==> src/hdl/b64e_pkg.sv <==
// ----------------------------------------------------------------------------
// b64e_pkg
// Shared types, constants and the alphabet mapping of the base64 stream
// encoder (alphabet ending in '+' and '_').
// ----------------------------------------------------------------------------
package b64e_pkg;

   localparam int BYTE_W     = 8;
   localparam int CHAR_W     = 7;
   localparam int SEXTET_W   = 6;
   localparam int CARRY_W    = 4;
   localparam int GROUP_MAX  = 4;
   localparam int GROUP_CNT_W = 3;

   // position within a group of three bytes
   typedef enum logic [2:0] {
      PHASE_0 = 3'b001,
      PHASE_1 = 3'b010,
      PHASE_2 = 3'b100
   } phase_type;

   localparam logic [CHAR_W-1:0] PAD_CHAR        = 7'h3D;
   localparam logic [CHAR_W-1:0] PLUS_CHAR       = 7'h2B;
   localparam logic [CHAR_W-1:0] UNDERSCORE_CHAR = 7'h5F;

   // characters produced by one request, slot 0 goes out first
   typedef struct packed {
      logic [GROUP_MAX-1:0][CHAR_W-1:0] chars;
      logic [GROUP_MAX-1:0]             lasts;
      logic [GROUP_CNT_W-1:0]           count;
      phase_type                        next_phase;
      logic [CARRY_W-1:0]               next_carry;
   } group_type;

   function automatic logic [CHAR_W-1:0] b64e_sym(input logic [SEXTET_W-1:0] v);
      logic [CHAR_W-1:0] c;
      logic [CHAR_W-1:0] w;
      w = {1'b0, v};
      if (v < 6'd26) begin
         c = 7'd65 + w;
      end else if (v < 6'd52) begin
         c = 7'd71 + w;
      end else if (v < 6'd62) begin
         c = w - 7'd4;
      end else if (v == 6'd62) begin
         c = PLUS_CHAR;
      end else begin
         c = UNDERSCORE_CHAR;
      end
      return c;
   endfunction

endpackage

==> src/hdl/b64e_stream_if.sv <==
// ----------------------------------------------------------------------------
// b64e_stream_if
// Valid/ready channels of the base64 stream encoder: raw bytes in,
// encoded characters out.
// ----------------------------------------------------------------------------
interface b64e_req_if;
   logic       valid;
   logic       ready;
   logic [7:0] data_byte;
   logic       final_byte;

   modport source (output valid, output data_byte, output final_byte, input ready);
   modport sink (input valid, input data_byte, input final_byte, output ready);
endinterface

interface b64e_rsp_if;
   logic       valid;
   logic       ready;
   logic [6:0] out_char;
   logic       out_last;

   modport source (output valid, output out_char, output out_last, input ready);
   modport sink (input valid, input out_char, input out_last, output ready);
endinterface

==> src/hdl/b64e_encode.sv <==
// ----------------------------------------------------------------------------
// b64e_encode
// Turns one byte plus the running phase and leftover bits into the group of
// one to four characters it produces, and the next phase and leftover bits.
// ----------------------------------------------------------------------------
module b64e_encode import b64e_pkg::*; (
   input  phase_type          phase,
   input  logic [CARRY_W-1:0] carry,
   input  logic [BYTE_W-1:0]  data_byte,
   input  logic               final_byte,
   output group_type          group
);

   always_comb begin
      group            = '0;
      group.next_phase = PHASE_0;
      group.next_carry = '0;
      case (phase)
         PHASE_1: begin
            group.chars[0] = b64e_sym({carry[1:0], data_byte[7:4]});
            if (final_byte) begin
               group.chars[1] = b64e_sym({data_byte[3:0], 2'b00});
               group.chars[2] = PAD_CHAR;
               group.lasts[2] = 1'b1;
               group.count    = 3'd3;
            end else begin
               group.count      = 3'd1;
               group.next_carry = data_byte[3:0];
               group.next_phase = PHASE_2;
            end
         end
         PHASE_2: begin
            group.chars[0] = b64e_sym({carry, data_byte[7:6]});
            group.chars[1] = b64e_sym(data_byte[5:0]);
            group.lasts[1] = final_byte;
            group.count    = 3'd2;
         end
         default: begin
            // unused phase code behaves as the start of a group
            group.chars[0] = b64e_sym(data_byte[7:2]);
            if (final_byte) begin
               group.chars[1] = b64e_sym({data_byte[1:0], 4'b0000});
               group.chars[2] = PAD_CHAR;
               group.chars[3] = PAD_CHAR;
               group.lasts[3] = 1'b1;
               group.count    = 3'd4;
            end else begin
               group.count      = 3'd1;
               group.next_carry = {2'b00, data_byte[1:0]};
               group.next_phase = PHASE_1;
            end
         end
      endcase
   end

endmodule

==> src/hdl/base64_stream_encoder.sv <==
// Flow: an accepted byte's characters are loaded into the character buffer,
//   then moved one at a time through the single-character output register
//   to rsp; a stalled rsp holds them there. A byte yields 1, 1, 2 characters
//   in a group (4, 3 or 2 for the last byte of a message), and req takes the
//   next byte as the buffer hands its last character to the output register.
// Reset: synchronous, clears phase, leftover bits and all valid/count state.
// ----------------------------------------------------------------------------
// base64_stream_encoder
// Streaming base64 encoder: one byte per request, one character per
// response, with '=' padding and a last marker at the end of a message.
// ----------------------------------------------------------------------------
module base64_stream_encoder import b64e_pkg::*; (
   input logic         clock,
   input logic         reset,
   b64e_req_if.sink    req,
   b64e_rsp_if.source  rsp
);

   phase_type                        phase_ff, phase_in;
   logic [CARRY_W-1:0]               carry_ff, carry_in;
   logic [GROUP_MAX-1:0][CHAR_W-1:0] chars_ff, chars_in;
   logic [GROUP_MAX-1:0]             lasts_ff, lasts_in;
   logic [GROUP_CNT_W-1:0]           count_ff, count_in;
   logic                             rsp_valid_ff, rsp_valid_in;
   logic [CHAR_W-1:0]                rsp_char_ff, rsp_char_in;
   logic                             rsp_last_ff, rsp_last_in;

   group_type group;
   logic      move;
   logic      accept;

   b64e_encode u_encode (
      .phase      (phase_ff),
      .carry      (carry_ff),
      .data_byte  (req.data_byte),
      .final_byte (req.final_byte),
      .group      (group)
   );

   assign move      = (count_ff != '0) && (!rsp_valid_ff || rsp.ready);
   // take a new request when the buffer is empty or empties this cycle
   assign req.ready = (count_ff == '0) || (move && (count_ff == 3'd1));
   assign accept    = req.valid && req.ready;

   always_comb begin
      phase_in = phase_ff;
      carry_in = carry_ff;
      chars_in = chars_ff;
      lasts_in = lasts_ff;
      count_in = count_ff;
      if (move) begin
         for (int i = 0; i < GROUP_MAX - 1; i++) begin
            chars_in[i] = chars_ff[i+1];
            lasts_in[i] = lasts_ff[i+1];
         end
         chars_in[GROUP_MAX-1] = '0;
         lasts_in[GROUP_MAX-1] = 1'b0;
         count_in = count_ff - 3'd1;
      end
      if (accept) begin
         phase_in = group.next_phase;
         carry_in = group.next_carry;
         chars_in = group.chars;
         lasts_in = group.lasts;
         count_in = group.count;
      end
   end

   always_comb begin
      rsp_valid_in = rsp_valid_ff;
      rsp_char_in  = rsp_char_ff;
      rsp_last_in  = rsp_last_ff;
      if (move) begin
         rsp_valid_in = 1'b1;
         rsp_char_in  = chars_ff[0];
         rsp_last_in  = lasts_ff[0];
      end else if (rsp.ready) begin
         rsp_valid_in = 1'b0;
      end
   end

   always_ff @(posedge clock) begin
      if (reset) begin
         phase_ff     <= PHASE_0;
         carry_ff     <= '0;
         count_ff     <= '0;
         rsp_valid_ff <= 1'b0;
      end else begin
         phase_ff     <= phase_in;
         carry_ff     <= carry_in;
         count_ff     <= count_in;
         rsp_valid_ff <= rsp_valid_in;
      end
   end

   always_ff @(posedge clock) begin
      chars_ff    <= chars_in;
      lasts_ff    <= lasts_in;
      rsp_char_ff <= rsp_char_in;
      rsp_last_ff <= rsp_last_in;
   end

   assign rsp.valid    = rsp_valid_ff;
   assign rsp.out_char = rsp_char_ff;
   assign rsp.out_last = rsp_last_ff;

`ifndef SYNTHESIS
   a_count_range: assert property (@(posedge clock) disable iff (reset)
      count_ff <= 3'd4)
      else $error("character buffer count out of range");

   a_phase_code: assert property (@(posedge clock) disable iff (reset)
      $onehot(phase_ff))
      else $error("unused phase code reached");

   a_final_restarts: assert property (@(posedge clock) disable iff (reset)
      (req.valid && req.ready && req.final_byte) |=> (phase_ff == PHASE_0 && carry_ff == '0))
      else $error("phase not cleared after last byte");

   a_accept_loads: assert property (@(posedge clock) disable iff (reset)
      (req.valid && req.ready) |=> (count_ff != '0))
      else $error("request accepted without buffered characters");

   a_last_only_at_end: assert property (@(posedge clock) disable iff (reset)
      (move && lasts_ff[0]) |-> (count_ff == 3'd1))
      else $error("last marker before the end of the buffered group");
`endif

endmodule

==> src/flat_wrapper.sv <==
// flat-port wrapper written by rule: the top's interface ports become plain ports
module base64_stream_encoder_flat import b64e_pkg::*;
  (clock, reset, req_valid, req_data_byte, req_final_byte, req_ready, rsp_valid, rsp_out_char, rsp_out_last, rsp_ready);
  b64e_req_if req_i ();
  b64e_rsp_if rsp_i ();
  input logic clock;
  input logic reset;
  input wire logic [$bits(req_i.valid)-1:0] req_valid;
  input wire logic [$bits(req_i.data_byte)-1:0] req_data_byte;
  input wire logic [$bits(req_i.final_byte)-1:0] req_final_byte;
  output wire logic [$bits(req_i.ready)-1:0] req_ready;
  output wire logic [$bits(rsp_i.valid)-1:0] rsp_valid;
  output wire logic [$bits(rsp_i.out_char)-1:0] rsp_out_char;
  output wire logic [$bits(rsp_i.out_last)-1:0] rsp_out_last;
  input wire logic [$bits(rsp_i.ready)-1:0] rsp_ready;
  assign req_i.valid = req_valid;
  assign req_i.data_byte = req_data_byte;
  assign req_i.final_byte = req_final_byte;
  assign req_ready = req_i.ready;
  assign rsp_valid = rsp_i.valid;
  assign rsp_out_char = rsp_i.out_char;
  assign rsp_out_last = rsp_i.out_last;
  assign rsp_i.ready = rsp_ready;
  base64_stream_encoder u_core (.clock(clock), .reset(reset), .req(req_i), .rsp(rsp_i));
endmodule
==> config.mk <==
export PLATFORM = sky130hd
export DESIGN_NAME = base64_stream_encoder_flat
export DESIGN_NICKNAME = d
export VERILOG_FILES = /design/src/hdl/b64e_pkg.sv /design/src/hdl/b64e_stream_if.sv /design/src/hdl/b64e_encode.sv /design/src/hdl/base64_stream_encoder.sv /design/src/flat_wrapper.sv
export SDC_FILE = /design/constraint.sdc
export NUM_CORES = 1
export LEC_CHECK = 0
export BUFFER_PORTS_ARGS = -buffer_cell sky130_fd_sc_hd__buf_2
export CAP_MARGIN = 20
export CELL_PAD_IN_SITES_DETAIL_PLACEMENT = 0
export CELL_PAD_IN_SITES_GLOBAL_PLACEMENT = 1
export CORE_MARGIN = 2
export CORE_UTILIZATION = 49
export DETAILED_ROUTE_END_ITERATION = 7
export PLACE_DENSITY = 0.79
export SYNTH_ARGS = -nofsm -noshare
export SYNTH_HDL_FRONTEND = slang
export SYNTH_HIERARCHICAL = 1
export SYNTH_SLANG_ARGS = --single-unit
==> constraint.sdc <==
create_clock -name clock -period 4.27 [get_ports clock]
set_input_delay 0.427 -clock clock [delete_from_list [all_inputs] [get_ports clock]]
set_output_delay 0.427 -clock clock [all_outputs]
set_load 0.02 [all_outputs]
# After elaboration in Yosys (flattened, before gate mapping)
# Index checks and enable logic that the tools add are counted.
# totals
register_bits	51
input_bits	13
out_inout_bits	10
elab_cells	112
# classes
addsub	19
magnitude_cmp	18
eq_ne	7
mux	45
reduce_logical	11
# op_table
cell	count
two-way mux 7 bit	24
adder 7 x 6 -> 7 bit (first input constant)	12
< comparator 6 bit (second input constant)	12
two-way mux 28 bit	2
subtractor 6 x 3 -> 7 bit (second input constant)	6
< comparator 6 x 5 -> 1 bit (second input constant)	6
case mux 14 bit (2 select lines)	1
case mux 7 bit (2 select lines)	2
equality test 6 bit (second input constant)	4
two-way mux 20 bit	1
two-way mux 13 bit	1
two-way mux 3 bit	3
two-way mux 4 bit	2
two-way mux 1 bit	6
two-way mux 6 bit	1
case mux 3 bit (2 select lines)	1
nonzero test 2 bit	2
equality test 3 x 1 -> 1 bit (second input constant)	1
equality test 3 x 2 -> 1 bit (second input constant)	1
equality test 3 bit (second input constant)	1
logical AND 1 bit	3
logical NOT 3 bit	1
nonzero test 3 bit	1
subtractor 3 x 1 -> 3 bit (second input constant)	1
4 further kinds	5

# Logic depth before layout (Yosys ltp)
# Gate-level depths: netlist (run 1).
# logic_depth
ltp_word	7
ltp_mapped	12

# Modules after synthesis
# Netlist (run 1), hierarchy kept.
# modules_own_cells
mod	n_inst	cells_per_inst	area_each_um2
b64e_encode	1	350	2262.2
base64_stream_encoder	1	137	2185.8

# Least setup slack after synthesis (run 1)
# Ideal clock, no wire load.
# synth_timing
path_type	reg2reg
from	register u_core.count_ff[0]
to	register u_core/chars_ff[0] in the netlist's numbering, enable pin
arrival_time_ns	3.089
required_ns	3.804
path_slack_ns	0.716
stages_incl_launch_ff	5
path_buffers	0
cell_sequence	dfxtp_1 inv_1 ha_1 nor2b_2 o21ai_0
# synth_via
elab_chain_cells	6
word_cells_on_any_way	8
cone_classes	eq/ne: 1; reduce/logical: 7
# synth_rtl
item	line	text
start, declared	base64_stream_encoder.sv:23	logic [GROUP_CNT_W-1:0] count_ff, count_in;
start signal, assigned	base64_stream_encoder.sv:91	count_ff <= count_in;
nonzero test 3 bit	base64_stream_encoder.sv:40	assign move = (count_ff != '0) && (!rsp_valid_ff || rsp.ready);
logical AND 1 bit	base64_stream_encoder.sv:40	
logical AND 1 bit	base64_stream_encoder.sv:42	assign req.ready = (count_ff == '0) || (move && (count_ff == 3'd1));
logical OR 1 bit	base64_stream_encoder.sv:42	
logical AND 1 bit	base64_stream_encoder.sv:43	assign accept = req.valid && req.ready;
nonzero test 2 bit (no source line) *	n/a	
end signal, assigned	base64_stream_encoder.sv:97	chars_ff <= chars_in;
end, declared	base64_stream_encoder.sv:21	logic [GROUP_MAX-1:0][CHAR_W-1:0] chars_ff, chars_in;
# Every way passes the cells marked *; elsewhere a longest branch is shown, timed or not.
# A chain may end at the register's enable or synchronous reset.

==> impl_metrics.yaml, run 1 <==
timing:
  clock.fmax_mhz: 306
  finalCritPeriodShare_pct: 76.7
  final_max_slew_viol_count: 0
  period_needed_ns: 3.27
  grt_setup_unrepaired: "false"
  timing.clock.skew_ns: 0.0125
  tns_ns: 0
  slew_headroom_pct: 43.3
  finalSetupViolations: 0
  timing.final.hold_violations: 0
  max_slew.worst_pin.slew_ns: 0.848
power:
  clock_power_share_pct: 14.1
  power_switching_w: 0.000794
  cellInternalPower_w: 0.00141
  p_seq_share_pct: 43.5
  power_density_mw_per_mm2: 484
  leakage_nw: 1.72
  vdd_drop_max_uv: 344
  netSwitchingFraction_pct: 36.1
  power.share.combinational_pct: 42.4
  power_w: 0.00220
setup_path:
  category_of_the_worst_setup_path_launch_point: "flip-flop"
  critical_path_arrival_ns: 3.33
  cp_cell_sequence: "inv_1, ha_1, and3b_1, mux2_4, a2111oi_2, a211oi_1, or3_1, mux2_4"
  endpoint_kind: "flip-flop"
  critical_path_class: "reg2reg"
  cpPeakStageDelay_ns: 0.58
  path_buf_inv: 1
  crit_slowest_cell: "sky130_fd_sc_hd__dfxtp_1"
  worst_r2r_setup_slack_ns: 1.0
  critPathMaxFanout: 11
  worstPathRequired_ns: 4.33
  critical-path-top-cell-by-count: "sky130_fd_sc_hd__mux2_4"
  path_delay_family: "simple AND/OR/NAND/NOR gates"
die:
  chipWidth_um: 99.3
  die-area_mm2: 0.00986
  placeableCoreArea_mm2: 0.00876
  die_h_um: 99.3
  fp-row-count: 34
  starting_density_pct: 50.8
  io-pin-count: 23
synthesis:
  synth_edf_count: 40
  yosys-mux-area-fraction_pct: 9.14
  yosys.cell_types.count: 63
  syn_avg_cell_area_um2: 9.13
  yosys.area_share.simple_pct: 20.4
  share_of_the_yosys_chip_area_belonging_to_registers_pct: 32.0
  syn-instance-count: 487
  combinational_family_with_the_most_area_after_synthesis: "simple AND/OR/NAND/NOR gates"
  ys_warn_count: 6
  dominantRegCellSynth: "sky130_fd_sc_hd__edfxtp_1"
  synth_xor_area_share_pct: 4.92
  async_reset_ff_share_pct: 0
  mappedNetlistArea_mm2: 0.00445
  yosys.area_share.adder_pct: 6.75
  synth.ff_latch_count: 51
  area_fraction_in_compound_gates_after_synthesis_pct: 18.4
drt:
  residual_drc: 0
  wl_per_cell_um: 19.3
  final_ant_viol_nets: 0
  wl_mm: 11.3
  via_per_inst: 6.42
  vias: 3749
  drt_iter0_drc: 342
  detailed_router_iteration_count_before_antenna_repair: 5
layout:
  n_fill_cell: 829
  final_non_filler_cell_area_mm2: 0.00455
  drive_above_1_share_pct: 14.9
  post-route-util_pct: 51.9
  layout_net_count: 512
  antennaDiodeCount: 0
  finalNonFillerCells: 584
  syn_to_final_growth_pct: 2.22
placement:
  hpwlAfterDp_mm: 7.86
  total_instance_count_after_detailed_placement: 576
  placed_cell_area_mm2: 0.00444
  globalplace.congestion: 0.942
  placement.io_buffers: 22
global_route:
  initial_antenna_violation_count: 0
  grt_usage_pct: 23.2
  globalRouteOverflowTotal: 0
  grt_pass1_vias: 3644
  wire_length_of_the_first_global_routing_pass_mm: 18.6
  grt_start_max_net_pins: 33
clocking:
  cts_tree: "built"
  cts-htree-levels: 2
  numClockSinks: 51
  postCtsResizedCells: 0
  worst_setup_hold_path_clk_slew_ns: 0.09
  postCtsHoldBufs: 0
  clkLatencyLatePin_ns: 0.30
  cts-buffers-inserted: 5
  cell_chosen_for_the_clock_root: "sky130_fd_sc_hd__clkbuf_8"
  cts_post_setup_buffers_inserted: 0
  max-clock-path-buffers: 2
flow_run:
  maxCapViolations: 0
status:
  status: "finished clean"
hold_path:
  min_path_type: "reg2reg"
==> placed cells by master, fill, tap and decap left out, types with 4 or more instances in the layout <==
cell,n
sky130_fd_sc_hd__and3_1,14
sky130_fd_sc_hd__buf_2,22
sky130_fd_sc_hd__o221ai_1,4
sky130_fd_sc_hd__dfxtp_1,11
sky130_fd_sc_hd__edfxtp_1,40
sky130_fd_sc_hd__and2_1,5
sky130_fd_sc_hd__conb_1,5
sky130_fd_sc_hd__nor2b_1,9
sky130_fd_sc_hd__nor3_1,17
sky130_fd_sc_hd__nand4_1,9
sky130_fd_sc_hd__ha_1,24
sky130_fd_sc_hd__nand3_1,26
sky130_fd_sc_hd__nand2_1,26
sky130_fd_sc_hd__o21ai_0,31
sky130_fd_sc_hd__or3_1,7
sky130_fd_sc_hd__inv_1,18
sky130_fd_sc_hd__mux2_4,17
sky130_fd_sc_hd__o211ai_1,9
sky130_fd_sc_hd__a31oi_1,6
sky130_fd_sc_hd__nand2b_1,10
sky130_fd_sc_hd__nor2_1,19
sky130_fd_sc_hd__o2111ai_1,4
sky130_fd_sc_hd__mux2_2,9
sky130_fd_sc_hd__a211oi_1,13
sky130_fd_sc_hd__xnor2_1,22
sky130_fd_sc_hd__a21oi_1,28
sky130_fd_sc_hd__clkbuf_8,5
sky130_fd_sc_hd__mux2i_1,5
==> state kept, by name (all words and copies together), names as in the netlist <==
signal / cells
u_core/rsp.valid: 1
u_core/phase_ff: 3
u_core/rsp.out_last: 1
u_core/chars_ff: 28
u_core/lasts_ff: 4
u_core/rsp.out_char: 7
u_core/count_ff: 3
u_core/carry_ff: 4
==> per-stage QoR <==
step | hold WS [ns] | setup WS (ns)
6_report | 0.424 | 0.997
5_1_grt | 0.440 | 0.881
4_1_cts | 0.426 | 1.03
3_5_place_dp | 0.405 | 1.05
3_3_place_gp | 0.401 | 1.04
2_1_floorplan | 0.400 | 0.716
==> final timing paths <==
path,start,to,depth (start not counted)
max reg2reg,u_core/carry_ff[0]$_SDFFE_PP0P_,u_core/chars_ff[2]$_DFFE_PP_,8
min,u_core/chars_ff[5]$_DFFE_PP_,u_core/rsp.out_char[5]$_DFFE_PP_,0
max,u_core/carry_ff[0]$_SDFFE_PP0P_,u_core/chars_ff[2]$_DFFE_PP_,8
min reg2reg,u_core/chars_ff[5]$_DFFE_PP_,u_core/rsp.out_char[5]$_DFFE_PP_,0
==> synth_stat cells (6+ instances only) <==
cell type / instances / share of area (%)
sky130_fd_sc_hd__inv_1: 18 / 1.5
sky130_fd_sc_hd__or3_1: 7 / 0.98
sky130_fd_sc_hd__o21ai_0: 32 / 3.6
sky130_fd_sc_hd__nand2b_1: 10 / 1.4
sky130_fd_sc_hd__nor2b_1: 9 / 1.3
sky130_fd_sc_hd__mux2_2: 9 / 2.3
sky130_fd_sc_hd__o211ai_1: 9 / 1.5
sky130_fd_sc_hd__xnor2_1: 22 / 4.3
sky130_fd_sc_hd__mux2_4: 17 / 5.7
sky130_fd_sc_hd__edfxtp_1: 40 / 27
sky130_fd_sc_hd__nand2_1: 26 / 2.2
sky130_fd_sc_hd__a31oi_1: 6 / 0.84
sky130_fd_sc_hd__and3_1: 14 / 2.0
sky130_fd_sc_hd__nand3_1: 26 / 2.9
sky130_fd_sc_hd__a21oi_1: 28 / 3.2
sky130_fd_sc_hd__dfxtp_1: 11 / 5.0
sky130_fd_sc_hd__nand4_1: 9 / 1.3
sky130_fd_sc_hd__nor2_1: 19 / 1.6
sky130_fd_sc_hd__clkbuf_1: 22 / 1.9
sky130_fd_sc_hd__ha_1: 24 / 6.8
sky130_fd_sc_hd__buf_2: 7 / 0.79
sky130_fd_sc_hd__buf_4: 15 / 2.5
sky130_fd_sc_hd__nor3_1: 17 / 1.9
sky130_fd_sc_hd__a211oi_1: 13 / 2.2
==> cells by family (layout without fill, tap and decap cells) <==
group                      after synthesis  after routing
and+or+nand+nor                        164            164
AOI/OAI and AO/OA                      122            122
buffers and inverters                   69             54
DFF                                     51             51
muxes                                   31             31
xor gates and xnor gates                25             25
adders and majority gates               24             24
other                                    1              5
==> power groups by stage <==
stage          Clock, W  Combinational (W)  Sequential [W]
6_report       0.000310           0.000932        0.000957
5_1_grt        0.000339            0.00101        0.000980
4_1_cts        0.000317           0.000931        0.000958
3_5_place_dp          0           0.000928        0.000970
3_3_place_gp          0           0.000906        0.000967
2_1_floorplan         0           0.000704         0.00101
==> metal layers <==
| metal | up-vias | track usage, % | part of all wire [%] |
|---|---|---|---|
| met4 | 0 | 6.01 | 2.1 |
| met5 | - | 0 | 0 |
| met2 | 147 | 37.3 | 46 |
| met1 | 1820 | 32.7 | 46 |
| met3 | 18 | 3.72 | 5.3 |
| li1 | 1764 | - | - |
==> layout make-up <==
cell class / count / area [um^2] / share of cell area, %
Inverter: 21 / 81.3 / 1.79
Sequential cell: 51 / 1420 / 31.3
Clock inverter: 1 / 7.51 / 0.165
Tap cell: 108 / 135 / 2.97
Clock buffer: 7 / 97.6 / 2.15
Multi-Input combinational cell: 371 / 2670 / 58.8
Timing Repair Buffer: 25 / 133 / 2.92
Power figures use the tool's default switching activity.
==> run 2, diff against run 1 <==
Settings changed: ABC_AREA set to 1, CORE_UTILIZATION 49 to 46.
Clock period 4.27 ns to 3.2 ns, I/O delays scaled along.
==> run 2 against run 1 <==
Clock power is 30% higher; clock skew down 0.0026 ns; die area up 7.1%; critical path depth rose by 2; cell area up 1.9%; non-clock buffer count is the same.
==> impl_metrics.yaml, run 2 <==
drt:
  residual_drc: 0
  wl_mm: 11.2
  wl_per_cell_um: 14.5
  via_per_inst: 5.09
  detailed_router_iteration_count_before_antenna_repair: 5
  final_ant_viol_nets: 0
  vias: 3934
  drt_iter0_drc: 225
hold_path:
  worst_hold_startpoint: "reset"
  min_delay_worst_endpoint: "u_core/count_ff[1]$_SDFFE_PP0P_"
  hold-path-cell-count: 2
  min_path_type: "in2reg"
die:
  die_h_um: 103
  fp-row-count: 36
  placeableCoreArea_mm2: 0.00959
  die-area_mm2: 0.0106
  chipWidth_um: 103
  io-pin-count: 23
  starting_density_pct: 46.7
global_route:
  wire_length_of_the_first_global_routing_pass_mm: 18.2
  grt_start_max_net_pins: 47
  globalRouteOverflowTotal: 0
  grt_usage_pct: 22.0
  grt_pass1_vias: 3733
  initial_antenna_violation_count: 0
setup_path:
  timing.rr.end: "u_core/chars_ff[1]$_DFFE_PP_"
  critical_path_arrival_ns: 2.31
  critical-path-top-cell-by-count: "sky130_fd_sc_hd__nand2_1"
  category_of_the_worst_setup_path_launch_point: "flip-flop"
  endpoint_kind: "flip-flop"
  crit-reg2reg-launch: "u_core/carry_ff[0]$_SDFFE_PP0P_"
  reg2reg_depth: 10
  worst_r2r_setup_slack_ns: 0.96
  critical_path_class: "reg2reg"
  cpPeakStageDelay_ns: 0.54
  worstPathRequired_ns: 3.26
  crit_slowest_cell: "sky130_fd_sc_hd__dfxtp_1"
  cp_cell_sequence: "inv_1, ha_1, nor2_2, nand2_1, o21ai_1, a21oi_1, o21ai_1, nand3_1, nand2_1, nand2_1"
  critPathMaxFanout: 11
synthesis:
  ys_warn_count: 6
  dominantRegCellSynth: "sky130_fd_sc_hd__edfxtp_1"
  mappedNetlistArea_mm2: 0.00448
  post-synth-top-area-fraction_pct: 26.8
  yosys-top-cells-area: "sky130_fd_sc_hd__edfxtp_1 27%, sky130_fd_sc_hd__nand2_1 17%, sky130_fd_sc_hd__nand3_1 7.8%"
  syn-instance-count: 639
  async_reset_ff_share_pct: 0
  share_of_the_yosys_chip_area_belonging_to_registers_pct: 31.7
  synth.most_common_cell: "sky130_fd_sc_hd__nand2_1"
  synth.ff_latch_count: 51
  syn_avg_cell_area_um2: 7.02
  synthTopCellsByCount: "200 x sky130_fd_sc_hd__nand2_1, 70 x sky130_fd_sc_hd__nand3_1, 48 x sky130_fd_sc_hd__nor2_1"
  post-synth-top-area-cell: "sky130_fd_sc_hd__edfxtp_1"
  yosys.cell_types.count: 39
  synth_edf_count: 40
layout:
  largest-register: "u_core/chars_ff"
  largest_reg_flops: 28
  layout_net_count: 676
  syn_to_final_growth_pct: 3.32
  drive_above_1_share_pct: 14.1
  antennaDiodeCount: 0
  final_cell_mix: "200 x sky130_fd_sc_hd__nand2_1, 70 x sky130_fd_sc_hd__nand3_1, 48 x sky130_fd_sc_hd__nor2_1, 45 x sky130_fd_sc_hd__inv_1, 40 x sky130_fd_sc_hd__edfxtp_1"
  layout_commonest_cell: "sky130_fd_sc_hd__nand2_1"
  regArea_mm2: 0.00142
  area_of_combinational_cells_with_multiple_inputs_mm2: 0.00253
  n_fill_cell: 995
  post-route-util_pct: 48.3
timing:
  timing.clock.skew_ns: 0.00994
  timing.final.hold_violations: 0
  max_slew.worst_pin.slew_ns: 0.576
  tns_ns: 0
  slew_headroom_pct: 61.5
  finalCritPeriodShare_pct: 70.0
  grt_setup_unrepaired: "false"
  finalSetupViolations: 0
  clock.fmax_mhz: 446
  period_needed_ns: 2.24
  final_max_slew_viol_count: 0
clocking:
  cts-htree-levels: 2
  cts_post_setup_buffers_inserted: 0
  cts-buffers-inserted: 5
  max-clock-path-buffers: 2
  clkLatencyLatePin_ns: 0.30
  postCtsHoldBufs: 0
  cell_chosen_for_the_clock_root: "sky130_fd_sc_hd__clkbuf_8"
  cts_tree: "built"
  postCtsResizedCells: 0
  worst_setup_hold_path_clk_slew_ns: 0.09
  numClockSinks: 51
status:
  status: "finished clean"
placement:
  hpwlAfterDp_mm: 8.31
  globalplace.congestion: 0.928
  placement.io_buffers: 22
power:
  leakage_nw: 2.18
  power_density_mw_per_mm2: 700
  vdd_drop_max_uv: 371
flow_run:
  maxCapViolations: 0
==> run 2: report_power, final <==
part | total [W] | leakage (nW) | switching (W) | internal, W
Sequential | 0.00134 | 0.501 | 0.000145 | 0.00119
Combinational | 0.00150 | 1.62 | 0.00105 | 0.000454
Clock | 0.000403 | 0.0548 | 0.000206 | 0.000198
Total | 0.00324 | 2.18 | 0.00140 | 0.00184
==> run 2: worst max path at each step <==
stage,slack [ns],start,to,cells after the start
final,0.96,u_core/carry_ff[0]$_SDFFE_PP0P_,u_core/chars_ff[1]$_DFFE_PP_,10
after global routing,0.76,u_core/carry_ff[0]$_SDFFE_PP0P_,u_core/chars_ff[1]$_DFFE_PP_,10
after CTS,0.91,u_core/carry_ff[0]$_SDFFE_PP0P_,u_core/chars_ff[1]$_DFFE_PP_,10
after detailed placement,0.78,req_data_byte[3],u_core/chars_ff[11]$_DFFE_PP_,12
after global placement,0.77,req_data_byte[3],u_core/chars_ff[11]$_DFFE_PP_,12
after floorplan,1.03,u_core/count_ff[1]$_SDFFE_PP0P_,u_core/chars_ff[0]$_DFFE_PP_,9
==> run 2: per-stage QoR <==
step	power (W)	area, um^2	cells	hold WS (ns)	setup WS [ns]
floorplan	0.00252	4500	643	0.389	1.03
global placement	0.00284	4530	765	0.404	0.775
detailed placement	0.00286	4530	765	0.408	0.777
CTS	0.00327	4630	773	0.187	0.910
global route	0.00353	4630	773	0.196	0.759
finish	0.00324	4630	773	0.198	0.959
==> run 2: worst max-delay path, delay by kind of cell, from the launching register on <==
kind | cells | cell delay [ns]
AOI/OAI and AO/OA | 3 | 0.27
adders and majority gates | 1 | 0.29
buffers and inverters | 1 | 0.19
DFF | 1 | 0.54
and+or+nand+nor | 5 | 0.71
==> run 2: cells by family after synthesis <==
kind of cell             after synthesis  synth area share [%]
AND/OR/NAND/NOR                      358                  36.0
buffers and inverters                110                  12.3
flip-flops                            51                  31.7
XOR/XNOR                              19                  3.71
AO/OA/AOI/OAI                         76                  9.57
other                                  1                0.0836
adder cells (fa/ha/maj)               24                  6.70
==> run 2: layout make-up <==
cell class | count | area share [%]
Tap cell | 133 | 3.59
Inverter | 74 | 6.10
Timing Repair Buffer | 25 | 2.86
Sequential cell | 51 | 30.7
Clock buffer | 7 | 2.08
Clock inverter | 1 | 0.135
Multi-Input combinational cell | 482 | 54.6
==> run 2: layer usage <==
metal / vias to the layer above / wire (um) / global-route usage, % / share of wire [%]
li1: 2058 / - / - / -
met1: 1790 / 5440 / 30.0 / 49
met2: 75 / 5240 / 38.1 / 47
met3: 11 / 419 / 2.64 / 3.7
met4: 0 / 99 / 3.85 / 0.88
met5: - / 0 / 0 / 0
